## src/rtl/dlca_pkg.sv

```systemverilog
`timescale 1ns / 1ps
`default_nettype none
// ----------------------------------------------------------------------------
// dlca_pkg
// Shared types, constants and helpers of the DAG lowest-common-ancestor block.
// ----------------------------------------------------------------------------
package dlca_pkg;

	localparam int MAX_NODES   = 64;
	localparam int MAX_PARENTS = 2;
	localparam int ID_W        = $clog2(MAX_NODES + 1);
	localparam int IDX_W       = $clog2(MAX_NODES);
	localparam int CFG_W       = 7;

	typedef logic [ID_W-1:0]      node_id_t;
	typedef logic [MAX_NODES-1:0] node_set_t;
	typedef logic [MAX_PARENTS-1:0][ID_W-1:0] slots_t;

	localparam logic [1:0] OP_CLEAR = 2'd0;
	localparam logic [1:0] OP_EDGE  = 2'd1;
	localparam logic [1:0] OP_QUERY = 2'd2;

	localparam logic [1:0] ST_LISTED  = 2'd0;
	localparam logic [1:0] ST_NONE    = 2'd1;
	localparam logic [1:0] ST_INVALID = 2'd2;

	typedef enum logic [2:0] {
		S_IDLE,
		S_EDGE,
		S_CYC,
		S_ANC,
		S_LOW,
		S_EMIT,
		S_ONE
	} state_t;

	// Parent memory access of one cycle
	typedef struct packed {
		logic             clr;
		logic             rd_en;
		logic [IDX_W-1:0] rd_addr;
		logic             wr_en;
		logic [IDX_W-1:0] wr_addr;
		slots_t           wr_data;
	} mem_req_t;

	// Set of in-range parents held in one entry
	function automatic node_set_t parent_bits(input slots_t s, input node_id_t n);
		node_set_t r;
		r = '0;
		for (int k = 0; k < MAX_PARENTS; k++) begin
			if (s[k] != '0 && s[k] <= n) begin
				r[IDX_W'(s[k] - node_id_t'(1))] = 1'b1;
			end
		end
		return r;
	endfunction

	// Bits of nodes 1..n
	function automatic node_set_t live_mask(input node_id_t n);
		node_set_t r;
		for (int k = 0; k < MAX_NODES; k++) begin
			r[k] = (k < int'(n));
		end
		return r;
	endfunction

endpackage
`default_nettype wire

```

## src/rtl/dlca_parent_mem.sv

```systemverilog
`timescale 1ns / 1ps
`default_nettype none
// ----------------------------------------------------------------------------
// dlca_parent_mem
// Parent-slot memory, one entry per node, with per-entry valid bits for clear.
// ----------------------------------------------------------------------------
module dlca_parent_mem
	import dlca_pkg::*;
(
	input  wire logic     clk,
	input  wire logic     arst_n,
	input  wire mem_req_t req,
	output slots_t        rd_data
);

	slots_t                 mem [MAX_NODES];
	logic [MAX_NODES-1:0]   valid_q;
	slots_t                 rd_q;
	logic                   rd_valid_q;

	always_ff @(posedge clk) begin
		if (req.wr_en) begin
			mem[req.wr_addr] <= req.wr_data;
		end
		if (req.rd_en) begin
			rd_q <= mem[req.rd_addr];
		end
	end

	always_ff @(posedge clk or negedge arst_n) begin
		if (!arst_n) begin
			valid_q    <= '0;
			rd_valid_q <= 1'b0;
		end else begin
			if (req.clr) begin
				valid_q <= '0;
			end else if (req.wr_en) begin
				valid_q[req.wr_addr] <= 1'b1;
			end
			if (req.rd_en) begin
				rd_valid_q <= valid_q[req.rd_addr];
			end
		end
	end

	// entries not written since the last clear read as empty
	assign rd_data = rd_valid_q ? rd_q : slots_t'('0);

endmodule
`default_nettype wire

```

## src/rtl/dag_lowest_common_ancestors.sv

```systemverilog
`timescale 1ns / 1ps
`default_nettype none
// ----------------------------------------------------------------------------
// dag_lowest_common_ancestors
// Family graph store with lowest-common-ancestor queries.
// ----------------------------------------------------------------------------
// Usage:
//  - s_* stream takes commands: clear graph, add edge, run query (s_tuser).
//    Opcode 3 is dropped. s_tready is high only while the sequencer is idle.
//  - m_* stream returns query results; status in m_tuser, m_tlast marks
//    the final result of a query. Clear and add edge return nothing.
//  - cfg_* writes node_count at any idle time; cfg_ready is always high.
// Timing:
//  - clear: valid bits cleared. add edge: parent-memory read, then write.
//  - query: passes over nodes 1..n, one parent-memory read per cycle
//    on the single read port. A cycle-check fixpoint (up to n+1 passes),
//    an ancestor fixpoint (up to n+1 passes) and one pass for the lowest
//    set, then a scan that emits at most one result per cycle, or a
//    single none/invalid result.
//  - a full output register holds while m_tready is low; the scan stalls on
//    it, new commands are still taken when the sequencer is idle.
// Reset: graph empty (valid bits cleared at once), node_count = 64.
// ----------------------------------------------------------------------------
module dag_lowest_common_ancestors
	import dlca_pkg::*;
(
	input  wire logic             clk,
	input  wire logic             arst_n,
	input  wire logic             s_tvalid,
	output logic                  s_tready,
	input  wire logic [31:0]      s_tdata,   // parent[6:0] child[13:7] first[20:14] second[27:21]
	input  wire logic [1:0]       s_tuser,   // opcode[1:0]
	output logic                  m_tvalid,
	input  wire logic             m_tready,
	output logic [7:0]            m_tdata,   // ancestor_node[6:0]
	output logic [1:0]            m_tuser,   // status[1:0]
	output logic                  m_tlast,   // last_result
	input  wire logic             cfg_valid,
	output logic                  cfg_ready,
	input  wire logic [CFG_W-1:0] cfg_data   // node_count[6:0]
);

	state_t           state_q, state_d;
	logic [CFG_W-1:0] node_count_q;
	node_id_t         n;
	logic             graph_inv_q;

	node_id_t         par_q, chd_q, a_q, b_q;
	node_id_t         cnt_q;           // pass read pointer 0..n
	logic             s1_vld_q;
	logic [IDX_W-1:0] s1_idx_q;
	logic             changed_q;
	node_set_t        set_a_q, set_b_q, aux_q;   // aux: settled / parents of common
	node_set_t        lowest_q;
	logic [IDX_W-1:0] scan_q;
	logic [1:0]       res_st_q;        // status of a single none/invalid result

	logic             m_valid_q, m_last_q;
	logic [1:0]       m_status_q;
	node_id_t         m_node_q;

	mem_req_t         req;
	slots_t           rdata;
	node_set_t        pbits;

	node_id_t         in_par, in_chd, in_a, in_b;
	logic             accept, out_free, pass_end, m_load;

	assign in_par   = s_tdata[6:0];
	assign in_chd   = s_tdata[13:7];
	assign in_a     = s_tdata[20:14];
	assign in_b     = s_tdata[27:21];
	assign n        = (node_count_q > CFG_W'(MAX_NODES)) ? node_id_t'(MAX_NODES)
	                                                     : node_id_t'(node_count_q);
	assign s_tready = (state_q == S_IDLE);
	assign accept   = s_tvalid && s_tready;
	assign cfg_ready = 1'b1;
	assign out_free = !m_valid_q || m_tready;
	assign pass_end = (cnt_q == n) && !s1_vld_q;
	assign pbits    = parent_bits(rdata, n);
	// output register loads a new result
	assign m_load   = out_free && ((state_q == S_ONE) ||
	                               (state_q == S_EMIT && lowest_q[scan_q]));

	dlca_parent_mem u_mem (
		.clk     (clk),
		.arst_n  (arst_n),
		.req     (req),
		.rd_data (rdata)
	);

	always_ff @(posedge clk or negedge arst_n) begin
		if (!arst_n) begin
			state_q <= S_IDLE;
		end else begin
			state_q <= state_d;
		end
	end

	// next state and memory requests
	always_comb begin
		state_d     = state_q;
		req         = '0;
		req.rd_addr = IDX_W'(cnt_q);
		unique case (state_q)
			S_IDLE: begin
				if (accept) begin
					priority if (s_tuser == OP_CLEAR) begin
						req.clr = 1'b1;
					end else if (s_tuser == OP_EDGE) begin
						if (in_par != '0 && in_par <= n && in_chd != '0 && in_chd <= n) begin
							req.rd_en   = 1'b1;
							req.rd_addr = IDX_W'(in_chd - node_id_t'(1));
							state_d     = S_EDGE;
						end
					end else if (s_tuser == OP_QUERY) begin
						state_d = graph_inv_q ? S_ONE : S_CYC;
					end else begin
						state_d = S_IDLE;
					end
				end
			end
			S_EDGE: begin
				state_d     = S_IDLE;
				req.wr_addr = IDX_W'(chd_q - node_id_t'(1));
				req.wr_data = rdata;
				for (int k = MAX_PARENTS - 1; k >= 0; k--) begin
					if (rdata[k] == '0) begin
						req.wr_en   = 1'b1;
						req.wr_data = rdata;
						req.wr_data[k] = par_q;
					end
				end
				// restore priority: lowest empty slot wins
				if (req.wr_en) begin
					req.wr_data = rdata;
					begin : first_empty
						logic done;
						done = 1'b0;
						for (int k = 0; k < MAX_PARENTS; k++) begin
							if (!done && rdata[k] == '0) begin
								req.wr_data[k] = par_q;
								done = 1'b1;
							end
						end
					end
				end
			end
			S_CYC, S_ANC, S_LOW: begin
				req.rd_en = (cnt_q != n);
				if (pass_end && !(changed_q && state_q != S_LOW)) begin
					unique case (state_q)
						S_CYC: begin
							if ((aux_q & live_mask(n)) != live_mask(n)) begin
								state_d = S_ONE;
							end else if (a_q == '0 || a_q > n || b_q == '0 || b_q > n) begin
								state_d = S_ONE;
							end else begin
								state_d = S_ANC;
							end
						end
						S_ANC:   state_d = S_LOW;
						default: state_d = ((set_a_q & set_b_q & ~aux_q) == '0) ? S_ONE : S_EMIT;
					endcase
				end
			end
			S_EMIT: begin
				if (lowest_q == '0) begin
					state_d = S_IDLE;
				end
			end
			S_ONE: begin
				if (out_free) begin
					state_d = S_IDLE;
				end
			end
			default: state_d = S_IDLE;
		endcase
	end

	// datapath
	always_ff @(posedge clk or negedge arst_n) begin
		if (!arst_n) begin
			node_count_q <= CFG_W'(MAX_NODES);
			graph_inv_q  <= 1'b0;
			s1_vld_q     <= 1'b0;
			m_valid_q    <= 1'b0;
		end else begin
			if (cfg_valid && cfg_ready) begin
				node_count_q <= cfg_data;
			end
			if (m_load) begin
				m_valid_q <= 1'b1;
			end else if (m_tready) begin
				m_valid_q <= 1'b0;
			end
			s1_vld_q <= req.rd_en && (state_q != S_IDLE);
			unique case (state_q)
				S_IDLE: begin
					if (accept && s_tuser == OP_CLEAR) begin
						graph_inv_q <= 1'b0;
					end
				end
				S_EDGE: begin
					if (!req.wr_en) begin
						graph_inv_q <= 1'b1;
					end
				end
				default: ;
			endcase
		end
	end

	// payload and pass registers
	always_ff @(posedge clk) begin
		s1_idx_q <= IDX_W'(cnt_q);
		if (req.rd_en && state_q != S_IDLE) begin
			cnt_q <= cnt_q + node_id_t'(1);
		end
		unique case (state_q)
			S_IDLE: begin
				par_q     <= in_par;
				chd_q     <= in_chd;
				a_q       <= in_a;
				b_q       <= in_b;
				cnt_q     <= '0;
				changed_q <= 1'b0;
				aux_q     <= '0;
				res_st_q  <= ST_INVALID;
			end
			S_CYC, S_ANC, S_LOW: begin
				if (s1_vld_q) begin
					if (state_q == S_CYC) begin
						if ((pbits & ~aux_q) == '0 && !aux_q[s1_idx_q]) begin
							aux_q[s1_idx_q] <= 1'b1;
							changed_q       <= 1'b1;
						end
					end else if (state_q == S_ANC) begin
						if ((set_a_q[s1_idx_q] && (pbits & ~set_a_q) != '0) ||
						    (set_b_q[s1_idx_q] && (pbits & ~set_b_q) != '0)) begin
							changed_q <= 1'b1;
						end
						if (set_a_q[s1_idx_q]) set_a_q <= set_a_q | pbits;
						if (set_b_q[s1_idx_q]) set_b_q <= set_b_q | pbits;
					end else begin
						if (set_a_q[s1_idx_q] && set_b_q[s1_idx_q]) begin
							aux_q <= aux_q | pbits;
						end
					end
				end
				if (pass_end) begin
					cnt_q     <= '0;
					changed_q <= 1'b0;
					if (state_d != state_q) begin
						res_st_q <= (state_q == S_CYC &&
						             (aux_q & live_mask(n)) != live_mask(n))
						            ? ST_INVALID : ST_NONE;
						unique case (state_q)
							S_CYC: begin
								if (a_q != '0 && a_q <= n && b_q != '0 && b_q <= n) begin
									set_a_q <= node_set_t'(1) << IDX_W'(a_q - node_id_t'(1));
									set_b_q <= node_set_t'(1) << IDX_W'(b_q - node_id_t'(1));
								end else begin
									set_a_q <= '0;
									set_b_q <= '0;
								end
								aux_q <= '0;
							end
							S_ANC: aux_q <= '0;
							default: begin
								lowest_q <= set_a_q & set_b_q & ~aux_q;
								scan_q   <= '0;
							end
						endcase
					end
				end
			end
			S_EMIT: begin
				if (!lowest_q[scan_q] || out_free) begin
					scan_q <= scan_q + IDX_W'(1);
				end
				if (lowest_q[scan_q] && out_free) begin
					lowest_q[scan_q] <= 1'b0;
					m_status_q <= ST_LISTED;
					m_node_q   <= node_id_t'(scan_q) + node_id_t'(1);
					m_last_q   <= ((lowest_q & ~(node_set_t'(1) << scan_q)) == '0);
				end
			end
			S_ONE: begin
				if (out_free) begin
					m_status_q <= res_st_q;
					m_node_q   <= '0;
					m_last_q   <= 1'b1;
				end
			end
			default: ;
		endcase
	end

	assign m_tvalid = m_valid_q;
	assign m_tdata  = 8'(m_node_q);
	assign m_tuser  = m_status_q;
	assign m_tlast  = m_last_q;

`ifndef SYNTHESIS
	a_single_fields: assert property (@(posedge clk) disable iff (!arst_n)
		m_tvalid && m_tuser != ST_LISTED |-> m_tlast && m_tdata == 8'd0)
		else $error("none/invalid result without last or with node id");
	a_listed_node: assert property (@(posedge clk) disable iff (!arst_n)
		m_tvalid && m_tuser == ST_LISTED |-> m_tdata != 8'd0)
		else $error("listed result with node id zero");
	a_idle_no_read: assert property (@(posedge clk) disable iff (!arst_n)
		s_tready |-> !s1_vld_q)
		else $error("memory read in flight while idle");
`endif

endmodule
`default_nettype wire
```

## config.mk

```make
export PLATFORM = sky130hd
export DESIGN_NAME = dag_lowest_common_ancestors
export DESIGN_NICKNAME = d
export VERILOG_FILES = /design/src/rtl/dlca_pkg.sv /design/src/rtl/dlca_parent_mem.sv /design/src/rtl/dag_lowest_common_ancestors.sv
export SDC_FILE = /design/constraint.sdc
export NUM_CORES = 2
export LEC_CHECK = 0
export BUFFER_PORTS_ARGS = -buffer_cell sky130_fd_sc_hd__buf_2
export CORE_MARGIN = 2
export CORE_UTILIZATION = 60
export CTS_BUF_LIST = sky130_fd_sc_hd__clkbuf_8
export DETAILED_ROUTE_END_ITERATION = 8
export HOLD_SLACK_MARGIN = 0.03
export PLACE_DENSITY = 0.76
export SETUP_SLACK_MARGIN = 0.2
export SLEW_MARGIN = 20
export SYNTH_ARGS = -nofsm -noshare
export SYNTH_HDL_FRONTEND = slang
export SYNTH_SLANG_ARGS = --single-unit
```

## constraint.sdc

```tcl
create_clock -name clk -period 6 [get_ports clk]
set_input_delay 1.2 -clock clk [delete_from_list [all_inputs] [get_ports clk]]
set_output_delay 1.2 -clock clk [all_outputs]
set_load 0.1 [all_outputs]
```

==> reports/qor.txt, run 1 <==
placed cell count -> 6868
Syn Nets -> 5471
number of setup buffers added after CTS -> 0
Initial Util -> 60.3%
top cell type by total area after synthesis -> edfxtp_1
Die Ht -> 329 microns
Die Span X -> 329 microns
Placer Congestion -> 1.19
Failed at -> global routing
synth warn -> 0
grt total ovfl -> 104
post-detail-place hpwl -> 207000 microns
status -> did not finish
total track usage -> 75.6%
placed cell area -> 67800 sq um
worst ep type -> register input
post-GRT worst EP -> u_mem.rd_q[5]$_DFFE_PP_/D
# H-tree levels -> 4
initial antenna violation count -> 71
largest net degree at the start of global routing -> 114
Synth Instances -> 5375
Max clock buf depth -> 3
library cells used by synthesis -> 93
top post-synthesis cells by area -> edfxtp_1, mux2i_1, nand2_1, dfrtp_1, a21oi_1
Synth top area share -> 57.4%
Post-synth EDFFs -> 1212
Sink Count -> 1303
CTS buffer count -> 194
Main synth FF type -> edfxtp_1
Port Buf Inserts -> 53
mapped cell area -> 63400 sq um
tool error -> [ERROR GRT-0232] Routing congestion too high. Check the congestion heatmap in the GUI.
row count -> 119
Post-Syn Area per Cell -> 11.8 sq um
most frequent cell after synthesis -> edfxtp_1
Ports -> 60
sequential fraction of the synthesis area -> 60.9%
top cells by count, synth -> edfxtp_1, nand2_1, mux2i_1, nor2_1, a21oi_1
Post-synth ARST share -> 5.99%
Yosys reg bits -> 1303
Root Buffer -> clkbuf_8
[routing by layer]
metal	track usage [%]	overflow
met2	90.5	42
met5	28.9	0
met3	62.7	2
met4	69.9	53
met1	77.8	7
[cells by family after synthesis]
family	Yosys count	share of synthesized area, %
flops	1303	60.9
other cells	2	0.0118
buf+inv	428	2.78
xor+xnor	29	0.401
mux	488	7.91
simple gates	1717	13.1
compound gates	1357	13.9
fa+ha+maj	51	1.00
[repair_timing]
| item | 4_1_cts |
|---|---|
| hold buffers | 0 |
| gates resized for setup | 1 |
| endpoints found under the setup margin | 1 |
| gates cloned | 0 |
[through the flow]
| step | hold slack (ns) | setup slack [ns] | util (%) |
|---|---|---|---|
| floorplan | 0.329 | 0.516 | - |
| global placement | 0.429 | 0.757 | 64.5 |
| detailed placement | 0.429 | 0.482 | 64.5 |
| CTS | 0.171 | 0.240 | 68.2 |
==> inputs of run 2 (changes only) <==
--- a/config.mk
+++ b/config.mk
@@ -7,12 +7,9 @@
 export LEC_CHECK = 0
 export BUFFER_PORTS_ARGS = -buffer_cell sky130_fd_sc_hd__buf_2
 export CORE_MARGIN = 2
-export CORE_UTILIZATION = 60
-export CTS_BUF_LIST = sky130_fd_sc_hd__clkbuf_8
+export CORE_UTILIZATION = 40
 export DETAILED_ROUTE_END_ITERATION = 8
-export HOLD_SLACK_MARGIN = 0.03
-export PLACE_DENSITY = 0.76
-export SETUP_SLACK_MARGIN = 0.2
+export PLACE_DENSITY_LB_ADDON = 0.15
 export SLEW_MARGIN = 20
 export SYNTH_ARGS = -nofsm -noshare
 export SYNTH_HDL_FRONTEND = slang
==> run 2 against run 1 <==
Effect of this change:
- the flow now finishes without violations
- area after synthesis is the same
- synthesized cell count is the same
==> reports/qor.txt, run 2 <==
Synth Instances -> 5375 (unchanged)
Final Hold Vio Count -> 0
met1 Usage GRT -> 45.4%
Critical Path Start -> node_count_q[6]$_DFFE_PN1P_
Post-Syn Area per Cell -> 11.8 sq um (unchanged)
TritonCTS clock tree -> done
worst hold slack -> 0.325 ns
CTS buffer count -> 145 (was 194)
PD cells -> 300 nW/um^2
# H-tree levels -> 4 (unchanged)
Ports -> 60 (unchanged)
CTS resizes -> 0 (was 1)
Pleak -> 24.4 nW
Post-synth ARST share -> 5.99% (unchanged)
pre-CTS setup slack -> 0.381 ns (was 0.482 ns)
min Tclk post-route -> 5.69 ns
number of hold buffers added after CTS -> 0 (unchanged)
clk slew on worst S/H paths -> 0.06 ns
max FFs per register -> 896
Tightest Pin Transition -> 1.15 ns
status -> finished, final reports clean (was did not finish)
sequential fraction of the synthesis area -> 60.9% (unchanged)
post-detail-place hpwl -> 204000 microns (was 207000 microns)
Sink Count -> 1303 (unchanged)
via count -> 50700
FF-to-FF End -> changed_q$_DFFE_PP_
Syn Nets -> 5471 (unchanged)
row count -> 146 (was 119)
largest net degree at the start of global routing -> 129
met2 Use GR -> 53.4%
relative slew slack -> 22.9%
critical path type -> reg2reg
synth warn -> 0 (unchanged)
vias in the first global route -> 47700
Max clock buf depth -> 3 (unchanged)
via/cell ratio -> 6.47
Fill cells -> 14400
layout cells sized above 1 -> 13.9%
placed cell area -> 68800 sq um (was 67800 sq um)
post-route cell area -> 73700 sq um
Synth top area share -> 57.4% (unchanged)
Initial Util -> 40.2% (was 60.3%)
Main synth FF type -> edfxtp_1 (unchanged)
grt peak-use layer -> met2
Yosys reg bits -> 1303 (unchanged)
worst skew pair latency -> 0.81 ns
TNS Setup -> 0 ns
most common cell after layout, fill and taps aside -> edfxtp_1
total track usage -> 35.4%
Synth-to-Final Area Change -> 16.2%
CP max FO -> 9
DR WL/cell -> 37.2 microns
fin nets -> 5720
initial antenna violation count -> 42
Starting DRT DRC Count -> 7302
FF-to-FF setup slack -> 0.31 ns
worst setup margin -> 0.309 ns
Reg with most FFs -> u_mem.mem
Max Fclk -> 176 MHz
most frequent cell after synthesis -> edfxtp_1 (unchanged)
Die Span X -> 402 microns (was 329 microns)
Root Buffer -> clkbuf_16 (was clkbuf_8)
top cell type by total area after synthesis -> edfxtp_1 (unchanged)
placed cell count -> 7549 (was 6868)
Tcrit/Tclk final -> 94.8%
Crit. End Element -> flop
Detailed Route WL -> 292000 microns
top post-synthesis cells by area -> edfxtp_1, mux2i_1, nand2_1, dfrtp_1, a21oi_1 (unchanged)
post-route DRC violation count -> 0
Final Skew -> 0.0704 ns
Core Footprint -> 158000 sq um
storage element area -> 38600 sq um
number of setup buffers added after CTS -> 0 (unchanged)
Worst Path Required -> 6.54 ns
Reg2Reg Depth -> 18
RSZ-0062 raised after global routing -> no
Die Area -> 162000 sq um
Final setup viols -> 0
Max Cap Viol -> 0
grt total ovfl -> 0
Die Ht -> 402 microns (was 329 microns)
Multi-input gate area -> 23500 sq um
Routed Antenna Nets -> 0
Placer Congestion -> 1.10 (was 1.19)
total power -> 22.1 mW
Max IR drop VDD -> 0.000467 V
met3 usage -> 8.01%
Util after Layout -> 46.7%
worst setup path endpoint -> changed_q$_DFFE_PP_
Port Buf Inserts -> 53 (unchanged)
mapped cell area -> 63400 sq um (unchanged)
top cells by count, synth -> edfxtp_1, nand2_1, mux2i_1, nor2_1, a21oi_1 (unchanged)
post-route insts no fill -> 7827
Hold Crit Class -> in2async
Post-synth EDFFs -> 1212 (unchanged)
Worst Path Arrival -> 6.23 ns
first-pass GRT wire length -> 397000 microns
most frequent cells in the layout -> edfxtp_1, nand2_1, mux2i_1
First-pass DRT Iterations -> 6
library cells used by synthesis -> 93 (unchanged)
Slew Viols, Final -> 0
Reg-to-Reg Start -> node_count_q[6]$_DFFE_PN1P_
CP Launch Type -> flop
-- run 2: cell counts after synthesis --
Identical to the previous run, type by type.
-- run 2: report_power, final --
part / leakage, nW / internal [mW] / switching, mW / total, mW
logic: 12.6 / 0.579 / 1.56 / 2.14
registers: 9.55 / 10.4 / 0.571 / 11.0
clock network: 2.32 / 5.10 / 3.87 / 8.97
total: 24.4 / 16.1 / 6.00 / 22.1
-- run 2: worst max-delay path, stage by stage, from the launching register on --
cell       delay (ns)
dfstp_2          0.61
inv_1            0.13
nand2_1          0.51
ha_1             0.37
nand3_1          0.14
nor3_1           0.08
a21oi_1          0.12
buf_4            0.16
buf_4            0.17
a211oi_2         0.12
a22oi_1          0.60
buf_4            0.28
nor2_1           0.12
a2111oi_0        0.57
nand4_1          0.17
or4_1            0.60
buf_12           0.17
a21oi_1          0.38
a22oi_1          0.15
-- run 2: cells by family (layout without fill, tap and decap cells) --
| family | count (synthesis) | count (layout) | share of synthesized area (%) |
|---|---|---|---|
| and+or+nand+nor | 1717 | 1717 | 13.1 |
| AOI/OAI and AO/OA | 1357 | 1357 | 13.9 |
| DFF | 1303 | 1303 | 60.9 |
| muxes | 488 | 488 | 7.91 |
| buffers and inverters | 428 | 793 | 2.78 |
| adders and majority gates | 51 | 51 | 1.00 |
| xor gates and xnor gates | 29 | 29 | 0.401 |
| other | 2 | 17 | 0.0118 |
-- run 2: worst min path at each step --
stage          slack (ns)                       endpoint  cells past startpoint             start
2_1_floorplan        0.33            s1_idx_q[2]$_DFF_P_                      0  cnt_q[2]$_DFF_P_
3_3_place_gp         0.45            s1_idx_q[5]$_DFF_P_                      0  cnt_q[5]$_DFF_P_
3_5_place_dp         0.46            s1_idx_q[1]$_DFF_P_                      0  cnt_q[1]$_DFF_P_
4_1_cts              0.27  u_mem.valid_q[43]$_DFFE_PN0P_                      1            arst_n
5_1_grt              0.31  u_mem.valid_q[43]$_DFFE_PN0P_                      1            arst_n
6_report             0.32  u_mem.valid_q[43]$_DFFE_PN0P_                      1            arst_n
-- run 2: cell type report --
type | count | area share [%]
inverters | 51 | 0.263
diodes | 15 | 0.0510
well taps | 2072 | 3.52
multi-input cells | 3644 | 31.8
clock inverters | 78 | 1.31
clock buffers | 185 | 5.24
flip-flops and latches | 1303 | 52.4
repair buffers | 479 | 5.36
-- run 2: routing by layer --
| metal | vias to the layer above | wire (microns) |
|---|---|---|
| met3 | 806 | 25400 |
| li1 | 21500 | - |
| met5 | - | 180 |
| met1 | 25500 | 113000 |
| met2 | 2915 | 129000 |
| met4 | 26 | 23800 |
Note: power is estimated with default switching activity, not from simulation.
